`src/rtl/ghrd_pkg.sv`:
```
package ghrd_pkg;

    // Input word: one report byte or a recalibrate command.
    typedef struct packed {
        logic       command;
        logic [7:0] data_byte;
        logic       last_byte;
    } in_word_t;

    // Output word: one decoded report.
    typedef struct packed {
        logic [15:0]       buttons;
        logic signed [7:0] main_x;
        logic signed [7:0] main_y;
        logic signed [7:0] second_x;
        logic signed [7:0] second_y;
        logic              full_format;
    } out_word_t;

    localparam int CFG_INDEX_W = 2;
    localparam int CFG_DATA_W  = 12;
    localparam logic [CFG_INDEX_W-1:0] CFG_DEAD_BAND   = 2'd0;
    localparam logic [CFG_INDEX_W-1:0] CFG_FULL_SCALE  = 2'd1;
    localparam logic [CFG_INDEX_W-1:0] CFG_SWAP_STICKS = 2'd2;

    localparam logic [10:0] DEAD_BAND_RESET  = 11'd60;
    localparam logic [11:0] FULL_SCALE_RESET = 12'd1150;
    localparam logic [11:0] NEUTRAL_RESET    = 12'd2048;

    localparam int         HDR_LEN   = 12;
    localparam logic [3:0] COUNT_MAX = 4'd15;

    localparam logic [7:0] ID_FULL_STD    = 8'h30;
    localparam logic [7:0] ID_FULL_REPLY  = 8'h21;
    localparam logic [7:0] ID_FULL_EXT    = 8'h31;
    localparam logic [7:0] ID_SIMPLE      = 8'h3F;

    localparam logic [15:0] SIMPLE_BIAS = 16'h8000;
    localparam logic [14:0] SIMPLE_DIV  = 15'h7FFF;
    localparam logic [6:0]  AXIS_MAX    = 7'd127;

    // Restoring divider: one step for the saturation test, seven for the quotient.
    localparam int DIV_STEPS = 8;

    // Button bit positions.
    localparam int BTN_A     = 0;
    localparam int BTN_B     = 1;
    localparam int BTN_X     = 2;
    localparam int BTN_Y     = 3;
    localparam int BTN_L     = 4;
    localparam int BTN_R     = 5;
    localparam int BTN_ZL    = 6;
    localparam int BTN_ZR    = 7;
    localparam int BTN_MINUS = 8;
    localparam int BTN_PLUS  = 9;
    localparam int BTN_L3    = 10;
    localparam int BTN_R3    = 11;
    localparam int BTN_UP    = 12;
    localparam int BTN_DOWN  = 13;
    localparam int BTN_LEFT  = 14;
    localparam int BTN_RIGHT = 15;

    typedef enum logic [2:0] {
        ST_COLLECT,
        ST_LOAD,
        ST_PREP,
        ST_MUL,
        ST_DIV,
        ST_STORE,
        ST_EMIT
    } ctrl_state_t;

    // Commands from the controller to the datapath.
    typedef struct packed {
        logic       byte_take;
        logic       recal;
        logic       start;
        logic       load;
        logic       prep;
        logic       mul;
        logic       div_step;
        logic       store;
        logic       emit;
        logic [1:0] axis;
    } dp_cmd_t;

    // Status from the datapath to the controller.
    typedef struct packed {
        logic is_full;
        logic is_simple;
        logic out_free;
    } dp_status_t;

    function automatic logic [15:0] full_buttons(input logic [7:0] rt, input logic [7:0] sh,
                                                 input logic [7:0] lf);
        logic [15:0] b;
        b            = '0;
        b[BTN_Y]     = rt[0];
        b[BTN_X]     = rt[1];
        b[BTN_B]     = rt[2];
        b[BTN_A]     = rt[3];
        b[BTN_R]     = rt[6];
        b[BTN_ZR]    = rt[7];
        b[BTN_MINUS] = sh[0];
        b[BTN_PLUS]  = sh[1];
        b[BTN_R3]    = sh[2];
        b[BTN_L3]    = sh[3];
        b[BTN_DOWN]  = lf[0];
        b[BTN_UP]    = lf[1];
        b[BTN_RIGHT] = lf[2];
        b[BTN_LEFT]  = lf[3];
        b[BTN_L]     = lf[6];
        b[BTN_ZL]    = lf[7];
        return b;
    endfunction

    function automatic logic [15:0] simple_buttons(input logic [7:0] lo, input logic [7:0] hi,
                                                   input logic [7:0] hat);
        logic [15:0] b;
        b            = '0;
        b[BTN_B]     = lo[0];
        b[BTN_A]     = lo[1];
        b[BTN_Y]     = lo[2];
        b[BTN_X]     = lo[3];
        b[BTN_L]     = lo[4];
        b[BTN_R]     = lo[5];
        b[BTN_ZL]    = lo[6];
        b[BTN_ZR]    = lo[7];
        b[BTN_MINUS] = hi[0];
        b[BTN_PLUS]  = hi[1];
        b[BTN_L3]    = hi[2];
        b[BTN_R3]    = hi[3];
        // Hat values of eight and above mean the pad is released.
        if (hat[7:3] == 5'd0)
        begin
            case (hat[2:0])
                3'd0:    b[BTN_UP] = 1'b1;
                3'd1:
                begin
                    b[BTN_UP]    = 1'b1;
                    b[BTN_RIGHT] = 1'b1;
                end
                3'd2:    b[BTN_RIGHT] = 1'b1;
                3'd3:
                begin
                    b[BTN_DOWN]  = 1'b1;
                    b[BTN_RIGHT] = 1'b1;
                end
                3'd4:    b[BTN_DOWN] = 1'b1;
                3'd5:
                begin
                    b[BTN_DOWN] = 1'b1;
                    b[BTN_LEFT] = 1'b1;
                end
                3'd6:    b[BTN_LEFT] = 1'b1;
                default:
                begin
                    b[BTN_UP]   = 1'b1;
                    b[BTN_LEFT] = 1'b1;
                end
            endcase
        end
        return b;
    endfunction

endpackage

```
`src/rtl/ghrd_ctrl.sv`:
```
// Sequencer: collects bytes, then walks the four axes through prepare,
// multiply, divide and store before handing the result to the output register.
module ghrd_ctrl import ghrd_pkg::*;
(
    input  logic       clk,
    input  logic       rst_n,
    input  logic       in_valid,
    input  in_word_t   in_word,
    output logic       in_ready,
    input  dp_status_t status,
    output dp_cmd_t    cmd
);

    ctrl_state_t state_reg;
    ctrl_state_t state_next;
    logic [1:0]  axis_reg;
    logic [1:0]  axis_next;
    logic [2:0]  step_reg;
    logic [2:0]  step_next;

    logic take;
    logic decodable;

    assign take      = in_valid && (state_reg == ST_COLLECT) && !in_word.command;
    assign decodable = status.is_full || status.is_simple;

    always_ff @(posedge clk or negedge rst_n)
    begin
        if (!rst_n)
        begin
            state_reg <= ST_COLLECT;
            axis_reg  <= '0;
            step_reg  <= '0;
        end
        else
        begin
            state_reg <= state_next;
            axis_reg  <= axis_next;
            step_reg  <= step_next;
        end
    end

    // Next state and counters.
    always_comb
    begin
        state_next = state_reg;
        axis_next  = axis_reg;
        step_next  = step_reg;
        case (state_reg)
            ST_COLLECT:
            begin
                if (take && in_word.last_byte && decodable)
                begin
                    state_next = ST_LOAD;
                end
            end
            ST_LOAD:
            begin
                axis_next  = '0;
                state_next = ST_PREP;
            end
            ST_PREP:
            begin
                state_next = ST_MUL;
            end
            ST_MUL:
            begin
                step_next  = '0;
                state_next = ST_DIV;
            end
            ST_DIV:
            begin
                step_next = step_reg + 3'd1;
                if (step_reg == 3'(DIV_STEPS - 1))
                begin
                    state_next = ST_STORE;
                end
            end
            ST_STORE:
            begin
                axis_next = axis_reg + 2'd1;
                if (axis_reg == 2'd3)
                begin
                    state_next = ST_EMIT;
                end
                else
                begin
                    state_next = ST_PREP;
                end
            end
            ST_EMIT:
            begin
                if (status.out_free)
                begin
                    state_next = ST_COLLECT;
                end
            end
            default:
            begin
                state_next = ST_COLLECT;
            end
        endcase
    end

    // Outputs.
    always_comb
    begin
        in_ready      = (state_reg == ST_COLLECT);
        cmd.byte_take = take;
        cmd.recal     = in_valid && (state_reg == ST_COLLECT) && in_word.command;
        cmd.start     = take && in_word.last_byte && decodable;
        cmd.load      = (state_reg == ST_LOAD);
        cmd.prep      = (state_reg == ST_PREP);
        cmd.mul       = (state_reg == ST_MUL);
        cmd.div_step  = (state_reg == ST_DIV);
        cmd.store     = (state_reg == ST_STORE);
        cmd.emit      = (state_reg == ST_EMIT) && status.out_free;
        cmd.axis      = axis_reg;
    end

endmodule

```
`src/rtl/ghrd_datapath.sv`:
```
// Report buffer, stick neutrals, per-axis scaling with a shared restoring
// divider, and the output register.
module ghrd_datapath import ghrd_pkg::*;
(
    input  logic                   clk,
    input  logic                   rst_n,
    input  logic                   cfg_we,
    input  logic [CFG_INDEX_W-1:0] cfg_index,
    input  logic [CFG_DATA_W-1:0]  cfg_data,
    input  logic [7:0]             data_byte,
    input  logic                   last_byte,
    input  dp_cmd_t                cmd,
    output dp_status_t             status,
    output logic                   out_valid,
    input  logic                   out_ready,
    output out_word_t              out_word
);

    logic [10:0] dead_band_reg;
    logic [11:0] full_scale_reg;
    logic        swap_reg;

    logic [3:0]  byte_count_reg;
    logic [7:0]  header_reg [HDR_LEN];
    logic        origin_reg;
    logic [11:0] neutral_reg [4];
    logic        fmt_full_reg;
    logic [15:0] btn_reg;

    logic [15:0] mag_reg;
    logic [14:0] den_reg;
    logic        neg_reg;
    logic        zero_reg;
    logic        sat_reg;
    logic [21:0] rem_reg;
    logic [21:0] dsh_reg;
    logic [7:0]  q_reg;
    logic [7:0]  axis_res_reg [4];

    logic      out_valid_reg;
    out_word_t out_word_reg;

    logic [11:0] stick_raw [4];
    logic [11:0] stick_sw [4];
    logic [7:0]  report_id;
    logic        count_ok;

    logic [12:0] delta;
    logic [11:0] abs_delta;
    logic [12:0] excess;
    logic [12:0] span;
    logic [15:0] simple_raw;
    logic [15:0] simple_mag;
    logic [22:0] num_wide;
    logic [6:0]  mag7;

    // Configuration registers.
    always_ff @(posedge clk or negedge rst_n)
    begin
        if (!rst_n)
        begin
            dead_band_reg  <= DEAD_BAND_RESET;
            full_scale_reg <= FULL_SCALE_RESET;
            swap_reg       <= 1'b0;
        end
        else if (cfg_we)
        begin
            case (cfg_index)
                CFG_DEAD_BAND:   dead_band_reg  <= cfg_data[10:0];
                CFG_FULL_SCALE:  full_scale_reg <= cfg_data;
                CFG_SWAP_STICKS: swap_reg       <= cfg_data[0];
                default:         ;
            endcase
        end
    end

    // Byte count saturates; only the first twelve bytes are kept.
    always_ff @(posedge clk or negedge rst_n)
    begin
        if (!rst_n)
        begin
            byte_count_reg <= '0;
        end
        else if (cmd.byte_take)
        begin
            if (last_byte)
            begin
                byte_count_reg <= '0;
            end
            else if (byte_count_reg != COUNT_MAX)
            begin
                byte_count_reg <= byte_count_reg + 4'd1;
            end
        end
    end

    always_ff @(posedge clk)
    begin
        if (cmd.byte_take && (byte_count_reg < 4'(HDR_LEN)))
        begin
            header_reg[byte_count_reg] <= data_byte;
        end
    end

    assign report_id = header_reg[0];
    // With eleven bytes already held, the last byte brings the count to twelve.
    assign count_ok  = (byte_count_reg >= 4'(HDR_LEN - 1));

    always_comb
    begin
        status.is_full   = count_ok && ((report_id == ID_FULL_STD) ||
                           (report_id == ID_FULL_REPLY) || (report_id == ID_FULL_EXT));
        status.is_simple = count_ok && (report_id == ID_SIMPLE);
        status.out_free  = !out_valid_reg || out_ready;
    end

    // Packed 12-bit stick fields of a full report, swapped on request.
    always_comb
    begin
        stick_raw[0] = {header_reg[7][3:0], header_reg[6]};
        stick_raw[1] = {header_reg[8], header_reg[7][7:4]};
        stick_raw[2] = {header_reg[10][3:0], header_reg[9]};
        stick_raw[3] = {header_reg[11], header_reg[10][7:4]};
        if (swap_reg)
        begin
            stick_sw[0] = stick_raw[2];
            stick_sw[1] = stick_raw[3];
            stick_sw[2] = stick_raw[0];
            stick_sw[3] = stick_raw[1];
        end
        else
        begin
            stick_sw = stick_raw;
        end
    end

    always_ff @(posedge clk or negedge rst_n)
    begin
        if (!rst_n)
        begin
            fmt_full_reg <= 1'b0;
        end
        else if (cmd.start)
        begin
            fmt_full_reg <= status.is_full;
        end
    end

    // The first full report after reset or recalibration becomes the neutral.
    always_ff @(posedge clk or negedge rst_n)
    begin
        if (!rst_n)
        begin
            origin_reg <= 1'b0;
            for (int i = 0; i < 4; i++)
            begin
                neutral_reg[i] <= NEUTRAL_RESET;
            end
        end
        else if (cmd.recal)
        begin
            origin_reg <= 1'b0;
        end
        else if (cmd.load && fmt_full_reg && !origin_reg)
        begin
            origin_reg <= 1'b1;
            for (int i = 0; i < 4; i++)
            begin
                neutral_reg[i] <= stick_sw[i];
            end
        end
    end

    always_ff @(posedge clk)
    begin
        if (cmd.load)
        begin
            if (fmt_full_reg)
            begin
                btn_reg <= full_buttons(header_reg[3], header_reg[4], header_reg[5]);
            end
            else
            begin
                btn_reg <= simple_buttons(header_reg[1], header_reg[2], header_reg[3]);
            end
        end
    end

    // Axis preparation: magnitude, sign and divisor for the selected axis.
    always_comb
    begin
        delta     = {1'b0, stick_sw[cmd.axis]} - {1'b0, neutral_reg[cmd.axis]};
        abs_delta = delta[12] ? 12'(-delta) : delta[11:0];
        excess    = {1'b0, abs_delta} - {2'b0, dead_band_reg};
        span      = {1'b0, full_scale_reg} - {2'b0, dead_band_reg};
        case (cmd.axis)
            2'd0:    simple_raw = {header_reg[5], header_reg[4]};
            2'd1:    simple_raw = {header_reg[7], header_reg[6]};
            2'd2:    simple_raw = {header_reg[9], header_reg[8]};
            default: simple_raw = {header_reg[11], header_reg[10]};
        endcase
        simple_mag = simple_raw[15] ? {1'b0, simple_raw[14:0]} : (SIMPLE_BIAS - simple_raw);
    end

    always_ff @(posedge clk)
    begin
        if (cmd.prep)
        begin
            if (fmt_full_reg)
            begin
                mag_reg  <= {4'b0, excess[11:0]};
                den_reg  <= {3'b0, span[11:0]};
                neg_reg  <= delta[12];
                zero_reg <= excess[12] || (excess == 13'd0);
                sat_reg  <= span[12] || (span == 13'd0);
            end
            else
            begin
                mag_reg  <= simple_mag;
                den_reg  <= SIMPLE_DIV;
                neg_reg  <= !simple_raw[15];
                zero_reg <= 1'b0;
                sat_reg  <= 1'b0;
            end
        end
    end

    // Times 127 as a shift and subtract, then one quotient bit per cycle.
    assign num_wide = {mag_reg, 7'b0} - {7'b0, mag_reg};

    always_ff @(posedge clk)
    begin
        if (cmd.mul)
        begin
            rem_reg <= num_wide[21:0];
            dsh_reg <= {den_reg, 7'b0};
            q_reg   <= '0;
        end
        else if (cmd.div_step)
        begin
            if (rem_reg >= dsh_reg)
            begin
                rem_reg <= rem_reg - dsh_reg;
                q_reg   <= {q_reg[6:0], 1'b1};
            end
            else
            begin
                q_reg <= {q_reg[6:0], 1'b0};
            end
            dsh_reg <= {1'b0, dsh_reg[21:1]};
        end
    end

    // A set top quotient bit means the quotient reached 128 and saturates.
    assign mag7 = (sat_reg || q_reg[7]) ? AXIS_MAX : q_reg[6:0];

    always_ff @(posedge clk)
    begin
        if (cmd.store)
        begin
            if (zero_reg)
            begin
                axis_res_reg[cmd.axis] <= '0;
            end
            else if (neg_reg)
            begin
                axis_res_reg[cmd.axis] <= 8'(-{1'b0, mag7});
            end
            else
            begin
                axis_res_reg[cmd.axis] <= {1'b0, mag7};
            end
        end
    end

    // Output register.
    always_ff @(posedge clk or negedge rst_n)
    begin
        if (!rst_n)
        begin
            out_valid_reg <= 1'b0;
        end
        else if (cmd.emit)
        begin
            out_valid_reg <= 1'b1;
        end
        else if (out_ready)
        begin
            out_valid_reg <= 1'b0;
        end
    end

    always_ff @(posedge clk)
    begin
        if (cmd.emit)
        begin
            out_word_reg.buttons     <= btn_reg;
            out_word_reg.main_x      <= axis_res_reg[0];
            out_word_reg.main_y      <= axis_res_reg[1];
            out_word_reg.second_x    <= axis_res_reg[2];
            out_word_reg.second_y    <= axis_res_reg[3];
            out_word_reg.full_format <= fmt_full_reg;
        end
    end

    assign out_valid = out_valid_reg;
    assign out_word  = out_word_reg;

endmodule

```
`src/rtl/gamepad_hid_report_decoder.sv`:
```
// Gamepad HID input report decoder. Raw report bytes enter on the input channel
// one word per cycle, report id first, with last_byte set on the final byte; a
// word with command set is a recalibrate request that makes the next full report
// recapture the four stick neutrals. While bytes are being collected in_ready is
// high and a byte is taken every cycle, even while a decoded word waits in the
// output register. When the last byte of a report of twelve or more bytes with
// id 0x30, 0x21, 0x31 (full) or 0x3F (simple) is taken, the block decodes it and
// drops in_ready while it latches buttons and neutrals, then, for each of the four
// axes, prepares, multiplies by 127, runs eight steps of the shared restoring
// divider and stores, and finally loads the output register. The load waits if
// the previous output word has not yet been taken. Shorter reports and other ids
// produce no word. The configuration port writes dead_band (index 0), full_scale
// (index 1) and swap_sticks (index 2) with no read-back; it should only be
// written while the block is idle.
module gamepad_hid_report_decoder import ghrd_pkg::*;
(
    input  logic                   clk,
    input  logic                   rst_n,
    input  logic                   cfg_we,
    input  logic [CFG_INDEX_W-1:0] cfg_index,
    input  logic [CFG_DATA_W-1:0]  cfg_data,
    input  logic                   in_valid,
    output logic                   in_ready,
    input  in_word_t               in_word,
    output logic                   out_valid,
    input  logic                   out_ready,
    output out_word_t              out_word
);

    dp_cmd_t    cmd;
    dp_status_t status;

    // The controller sequences the decode; the datapath holds the report, configuration and result storage.
    ghrd_ctrl u_ctrl (
        .clk      (clk),
        .rst_n    (rst_n),
        .in_valid (in_valid),
        .in_word  (in_word),
        .in_ready (in_ready),
        .status   (status),
        .cmd      (cmd)
    );

    ghrd_datapath u_dp (
        .clk       (clk),
        .rst_n     (rst_n),
        .cfg_we    (cfg_we),
        .cfg_index (cfg_index),
        .cfg_data  (cfg_data),
        .data_byte (in_word.data_byte),
        .last_byte (in_word.last_byte),
        .cmd       (cmd),
        .status    (status),
        .out_valid (out_valid),
        .out_ready (out_ready),
        .out_word  (out_word)
    );

endmodule

```
`config.mk`:
```
export PLATFORM = sky130hd
export DESIGN_NAME = gamepad_hid_report_decoder
export DESIGN_NICKNAME = d
export VERILOG_FILES = /design/src/rtl/ghrd_pkg.sv /design/src/rtl/ghrd_ctrl.sv /design/src/rtl/ghrd_datapath.sv /design/src/rtl/gamepad_hid_report_decoder.sv
export SDC_FILE = /design/constraint.sdc
export NUM_CORES = 1
export LEC_CHECK = 0
export ABC_AREA = 1
export BUFFER_PORTS_ARGS = -buffer_cell sky130_fd_sc_hd__buf_2
export CAP_MARGIN = 10
export CORE_AREA = 5 5 200 202
export DETAILED_ROUTE_END_ITERATION = 8
export DIE_AREA = 0 0 205 207
export PLACE_DENSITY = 0.66
export SLEW_MARGIN = 20
export SYNTH_ARGS = -nofsm -noshare
export SYNTH_HDL_FRONTEND = slang
export SYNTH_SLANG_ARGS = --single-unit
```
`constraint.sdc`:
```
create_clock -name clk -period 13.5 [get_ports clk]
set_input_delay 1.35 -clock clk [delete_from_list [all_inputs] [get_ports clk]]
set_output_delay 1.35 -clock clk [all_outputs]
set_load 0.1 [all_outputs]
```
# Yosys cells after proc, flatten, opt, wreduce, memory -nomap -nowiden
# Memories as Yosys holds them, arrays and structs flattened. A register that Yosys moved wholly into a read port is not among the register bits.
# Cells that the tools add are included.
# word_totals
wordCells,177
n_memories,2
output_inout_bits,51
ff_bits,206
ram_bits,128
in_bits,29
# op_classes
n_eq_ne,26
muxes,54
n_addsub,11
order_cmp,4
bitwise,4
reduce_logical,47
# mem_list
memory,depth,word_bits,read_ports,rd_clocked_by_memory_dff,write_ports,line_no,source
u_dp.header_reg,12,8,12,0,1,ghrd_datapath.sv:24,logic [7:0] header_reg [HDR_LEN];
u_dp.axis_res_reg,4,8,4,4,1,ghrd_datapath.sv:38,logic [7:0] axis_res_reg [4];
# op_table
operator,n
2-to-1 mux 22 bit,5
2-to-1 mux 12 bit,6
binary-select mux 12 bit (select 2 bit),2
2-to-1 mux 48 bit,1
one-hot mux 16 bit (3 select lines),1
"== test 8 x 6 -> 1 bit, second input constant",4
2-to-1 mux 15 bit,2
logical NOT 13 bit,2
subtractor 12 x 11 -> 13 bit,2
2-to-1 mux 1 bit,23
greater-or-equal comparator 22 bit,1
subtractor 22 x 16 -> 22 bit,1
subtractor 22 bit,1
"== test 3 bit, second input constant",7
one-hot mux 3 bit (7 select lines),1
2-to-1 mux 16 bit,1
2-to-1 mux 8 bit,2
"subtractor 16 bit, first input constant",1
subtractor 12 x 12 -> 13 bit,1
"== test 3 x 2 -> 1 bit, second input constant",4
2-to-1 mux 3 bit,4
2-to-1 mux 4 bit,3
negation 12 bit,1
AND reduction 2 bit,6
29 further kinds,64

# Longest topological paths before layout
# An unclocked memory read counts as a cell.
# depth
ltp_word,11
depth_mapped,33
ltp_nobuf,30

# Cells and area by module
# From an unflattened synthesis, not the netlist that was laid out.
# unflattened
cells_unflattened,2029
hier_area_um2,18655.4
# modules_own_cells
module,seq_area_each_um2,cells_each,area_each_um2,instances
ghrd_datapath,10043.4,1966,18148.7,1
ghrd_ctrl,200.2,63,506.7,1

# Worst setup path after synthesis
# OpenSTA, ideal clock, no wires.
# synth_path
kind,register to register
startpoint,register u_ctrl.axis_reg[0]
endpoint,register u_dp.zero_reg (data pin)
arrival_ns,4.234
setup_time_ns,0.254
required_time_ns,13.246
period_less_slack_ns,4.487
path_slack_ns,9.013
path_buffers,3
stages_incl_launch_ff,31
path_cell_list,dfrtp_1 clkbuf_1 clkinv_1 clkbuf_1 o21ai_0 o22ai_1 ha_1 fa_1 inv_1 nand2_1 nand2_2 nand4_1 nand2_1 nand2_1 and3_1 buf_2 inv_1 nor2_1 xor2_1 inv_1 ha_1 nand3_1 nand3_1 a21oi_1 o21ai_0 nand2_1 nand2_1 xor2_1 nor2_1 nand4_1 nand2_1
# synth_between
elab_chain_len,10
word_cells_on_any_way,13
classes_between,add/sub (3); mux (7); bitwise (1); reduce/logical (2)
# synth_rtl
element,line_no,source
start: declaration,ghrd_ctrl.sv:16,logic [1:0] axis_reg;
start signal: assignment,ghrd_ctrl.sv:38,axis_reg <= axis_next;
NOT 2 -> 3 bit (implied by the code) (*),ghrd_datapath.sv:192,"delta = {1'b0, stick_sw[cmd.axis]} - {1'b0, neutral_reg[cmd.axis]};"
binary-select mux 12 bit (select 2 bit),ghrd_datapath.sv:192,
2-to-1 mux 12 bit (implied by the code) (2 in series),ghrd_datapath.sv:192,
subtractor 12 x 12 -> 13 bit (*),ghrd_datapath.sv:192,
negation 12 bit,ghrd_datapath.sv:193,abs_delta = delta[12] ? 12'(-delta) : delta[11:0];
2-to-1 mux 12 bit (*),ghrd_datapath.sv:193,
subtractor 12 x 11 -> 13 bit (*),ghrd_datapath.sv:194,"excess = {1'b0, abs_delta} - {2'b0, dead_band_reg};"
logical NOT 13 bit,ghrd_datapath.sv:214,zero_reg <= excess[12] || (excess == 13'd0);
logical OR 1 bit (*),ghrd_datapath.sv:214,
end signal: assignment,ghrd_datapath.sv:214,
end: declaration,ghrd_datapath.sv:33,logic zero_reg;
# Every way passes the cells marked *; elsewhere a longest branch is shown, timed or not. The select of a mux whose other input is x is not followed.
# A chain may end at the register's enable or synchronous reset.

# Final worst setup path
# Same ends and word-level chain as after synthesis.

==> impl_metrics.csv <==
group,metric,value,unit
outcome,status,"completed",
detailed_routing,ant_nets,0,
logic_synthesis,ys_types,54,
pwr,peakVddDrop,124.8,uV
clock_tree,cts_root_buffer,"clkbuf_16",
timing,fmax,0.1672,GHz
clock_tree,hold_buffers,0,
worst_setup_path,critPathKind,"flop to flop",
die,ios,80,
logic_synthesis,synth.most_common_cell,"nand2_1",
clock_tree,cts_resized,0,
grt,use_met1,29.46,%
logic_synthesis,async_flop_share,24.17,%
timing,post-route-period-util,44.29,%
logic_synthesis,avgSynthCellArea,9.063,um2
run,cap_violations,0,
place,gp_congestion,0.9601,
die,core-area,38110,um2
place,place_inst,2616,
grt,gr-total-overflow,0,
timing,timing.final.crit_period,5.979,ns
detailed_routing,vias_per_cell,5.320,
layout,layout.nets,2251,
layout,final_cells,2687,
layout,largest_register_ffs,92,
logic_synthesis,synth_common_cells,"nand2_1 (518), inv_1 (260), edfxtp_1 (258), o21ai_0 (221), a21oi_1 (115)",
pwr,p_leak,8.884,nW
die,rows,72,
worst_setup_path,rr_worst_depth,28,
timing,fin_setup_tns,0,ns
detailed_routing,drtIter0Drc,1370,
clock_tree,clk_pin_slew,0.06,ns
timing,worst_pin_slew,1.068,ns
detailed_routing,drt_pass1_iterations,7,
timing,maxSlewHeadroom,28.22,%
worst_hold_path,hp-class,"flop to flop",
clock_tree,clock_latency,0.55,ns
worst_setup_path,start_kind,"flop",
die,dieArea,42440,um2
worst_setup_path,required,13.79,ns
pwr,power_density,236.0,nW/um2
grt,first_global_vias,13680,
timing,finalSetupViolCount,0,
worst_setup_path,crit_top_cell,"nand2_1",
logic_synthesis,yosysWarnings,0,
logic_synthesis,postSynthCellCount,2070,
timing,skew,0.01536,ns
layout,fillers,3459,
place,portBuffers,79,
detailed_routing,vias,14300,
grt,groute.usage.overall,21.94,%
worst_setup_path,reg2reg_slack,7.52,ns
grt,antenna_found_initial,1,
place,hpwl,35.07,mm
die,dieHeight,207,um
grt,use_met3,3.456,%
logic_synthesis,synth_top_area_share,41.30,%
timing,final-hold-violation-count,0,
timing,rsz0062_at_grt,"no",
detailed_routing,drt-wirelength-per-cell,17.46,um
clock_tree,cts_tree,"done",
worst_setup_path,cp.arrival,6.27,ns
logic_synthesis,synth_nets,2182,
worst_setup_path,critical-path-max-stage-delay,0.95,ns
logic_synthesis,seq_area_frac_synth,54.60,%
grt,grt_max_degree,80,
logic_synthesis,synth_ff_type,"edfxtp_1",
timing,maxSlewViolCount,0,
die,start_util,49.23,%
worst_setup_path,cp_max_fo,65,
clock_tree,cts.sinks,360,
logic_synthesis,synth-edff-count,258,
logic_synthesis,synth-seq-cells,360,
logic_synthesis,synth_area_leaders,"edfxtp_1 (41%), nand2_1 (10%), dfrtp_1 (9.6%), o21ai_0 (5.9%), ha_1 (5.3%)",
clock_tree,cts_buffers,39,
grt,use_met2,35.88,%
worst_setup_path,critPathSlowestCell,"clkinv_1",
logic_synthesis,syn_area,18760,um2
worst_hold_path,whs_path_depth,0,
clock_tree,post_cts_buffers,0,
grt,top_usage_layer,"met2",
clock_tree,htree_levels,2,
layout,drive_gt1_share,9.728,%
grt,grt_pass1_wl,73.95,mm
detailed_routing,wirelength,46.92,mm
layout,area_growth,11.78,%
detailed_routing,drc,0,
logic_synthesis,yosysTopAreaCell,"edfxtp_1",
die,die_w,205,um
clock_tree,clk_path_buf_depth,3,
worst_setup_path,worst_setup_path_end_kind,"flop",
layout,n_antenna_cell,0,
[layout make-up]
class / count / area (um2) / area share, %
Clock buffer: 51 / 1031 / 4.916
Tap cell: 518 / 648.1 / 3.091
Clock inverter: 20 / 242.7 / 1.158
Inverter: 270 / 1013 / 4.833
Timing Repair Buffer: 93 / 503.0 / 2.399
Multi-Input combinational cell: 1375 / 7287 / 34.75
Sequential cell: 360 / 10240 / 48.85
[cell usage in the layout (no fill, tap or decap), types with 7 or more instances in the layout]
cell	synthesis	layout
a21o_1	8	8
a21oi_1	115	115
a22oi_1	7	7
a31oi_1	10	10
buf_2	12	78
buf_4	1	15
clkbuf_1	50	11
clkbuf_16	0	39
clkinv_1	4	7
dfrtp_1	72	71
dfstp_2	15	15
dfxtp_1	15	15
edfxtp_1	258	258
ha_1	79	79
inv_1	260	260
nand2_1	518	518
nand2_2	8	8
nand3_1	78	78
nand4_1	9	9
nor2_1	112	111
nor3_1	26	20
nor3_2	2	7
o21ai_0	221	221
o21ai_1	7	7
o21bai_1	7	7
o22ai_1	52	52
or2_2	12	12
xnor2_1	18	18
xor2_1	27	27
[critical path, delay by kind of cell (launching register included)]
kind / cells / cell delay (ns)
compound gates: 4 / 0.97
simple gates: 14 / 1.36
buf+inv: 5 / 1.76
flops: 1 / 0.33
fa+ha+maj: 3 / 0.98
xor+xnor: 2 / 0.31
[cells by family (layout without fill, tap and decap cells)]
group	after synthesis	in the layout	share of synthesized area, %
DFF	360	360	54.60
buffers and inverters	335	434	6.843
and+or+nand+nor	793	793	17.45
AOI/OAI and AO/OA	454	454	13.31
xor gates and xnor gates	45	45	2.101
adders and majority gates	83	83	5.696
[metal layers]
layer  routed length, um  up-vias  share of wire [%]
li1                    -     7133                  -
met4                1873        2                4.0
met3                2360      100                5.0
met1               20360     6685                 43
met2               22320      375                 48
met5                  12        -              0.026
[metrics by stage]
step	instance area (um2)	power (W)	util, %	hold WS, ns	worst slack (ns)
2_1_floorplan	18760	0.003323	-	0.4003	9.013
4_1_cts	20950	0.004953	54.96	0.4192	7.641
3_3_place_gp	19670	0.003844	51.61	0.4041	7.809
3_5_place_dp	19670	0.003880	51.62	0.4054	7.663
5_1_grt	20970	0.005339	55.03	0.4235	6.896
6_report	20970	0.004950	55.03	0.4180	7.521
[path summary, 6_finish.rpt]
kind                                                        end                              start
worst max-delay path                u_dp.zero_reg$_SDFFCE_PN0P_     u_ctrl.axis_reg[0]$_DFFE_PN0P_
worst min-delay path                     out_word[20]$_DFFE_PP_  u_dp.axis_res_reg[1][3]$_DFFE_PP_
worst max register to register      u_dp.zero_reg$_SDFFCE_PN0P_     u_ctrl.axis_reg[0]$_DFFE_PN0P_
worst min register to register           out_word[20]$_DFFE_PP_  u_dp.axis_res_reg[1][3]$_DFFE_PP_
max in group asynchronous       u_dp.neutral_reg[2]$_DFFE_PN0P_                              rst_n
min in group asynchronous           u_dp.origin_reg$_DFFE_PN0P_                              rst_n
[report_power, final]
group | internal (W) | switching, W | leakage (nW)
logic | 0.000788 | 0.00159 | 4.70
clock network | 0.000623 | 0.000431 | 0.607
registers | 0.00142 | 0.0000918 | 3.57
Note: power is estimated with default switching activity, not from simulation.
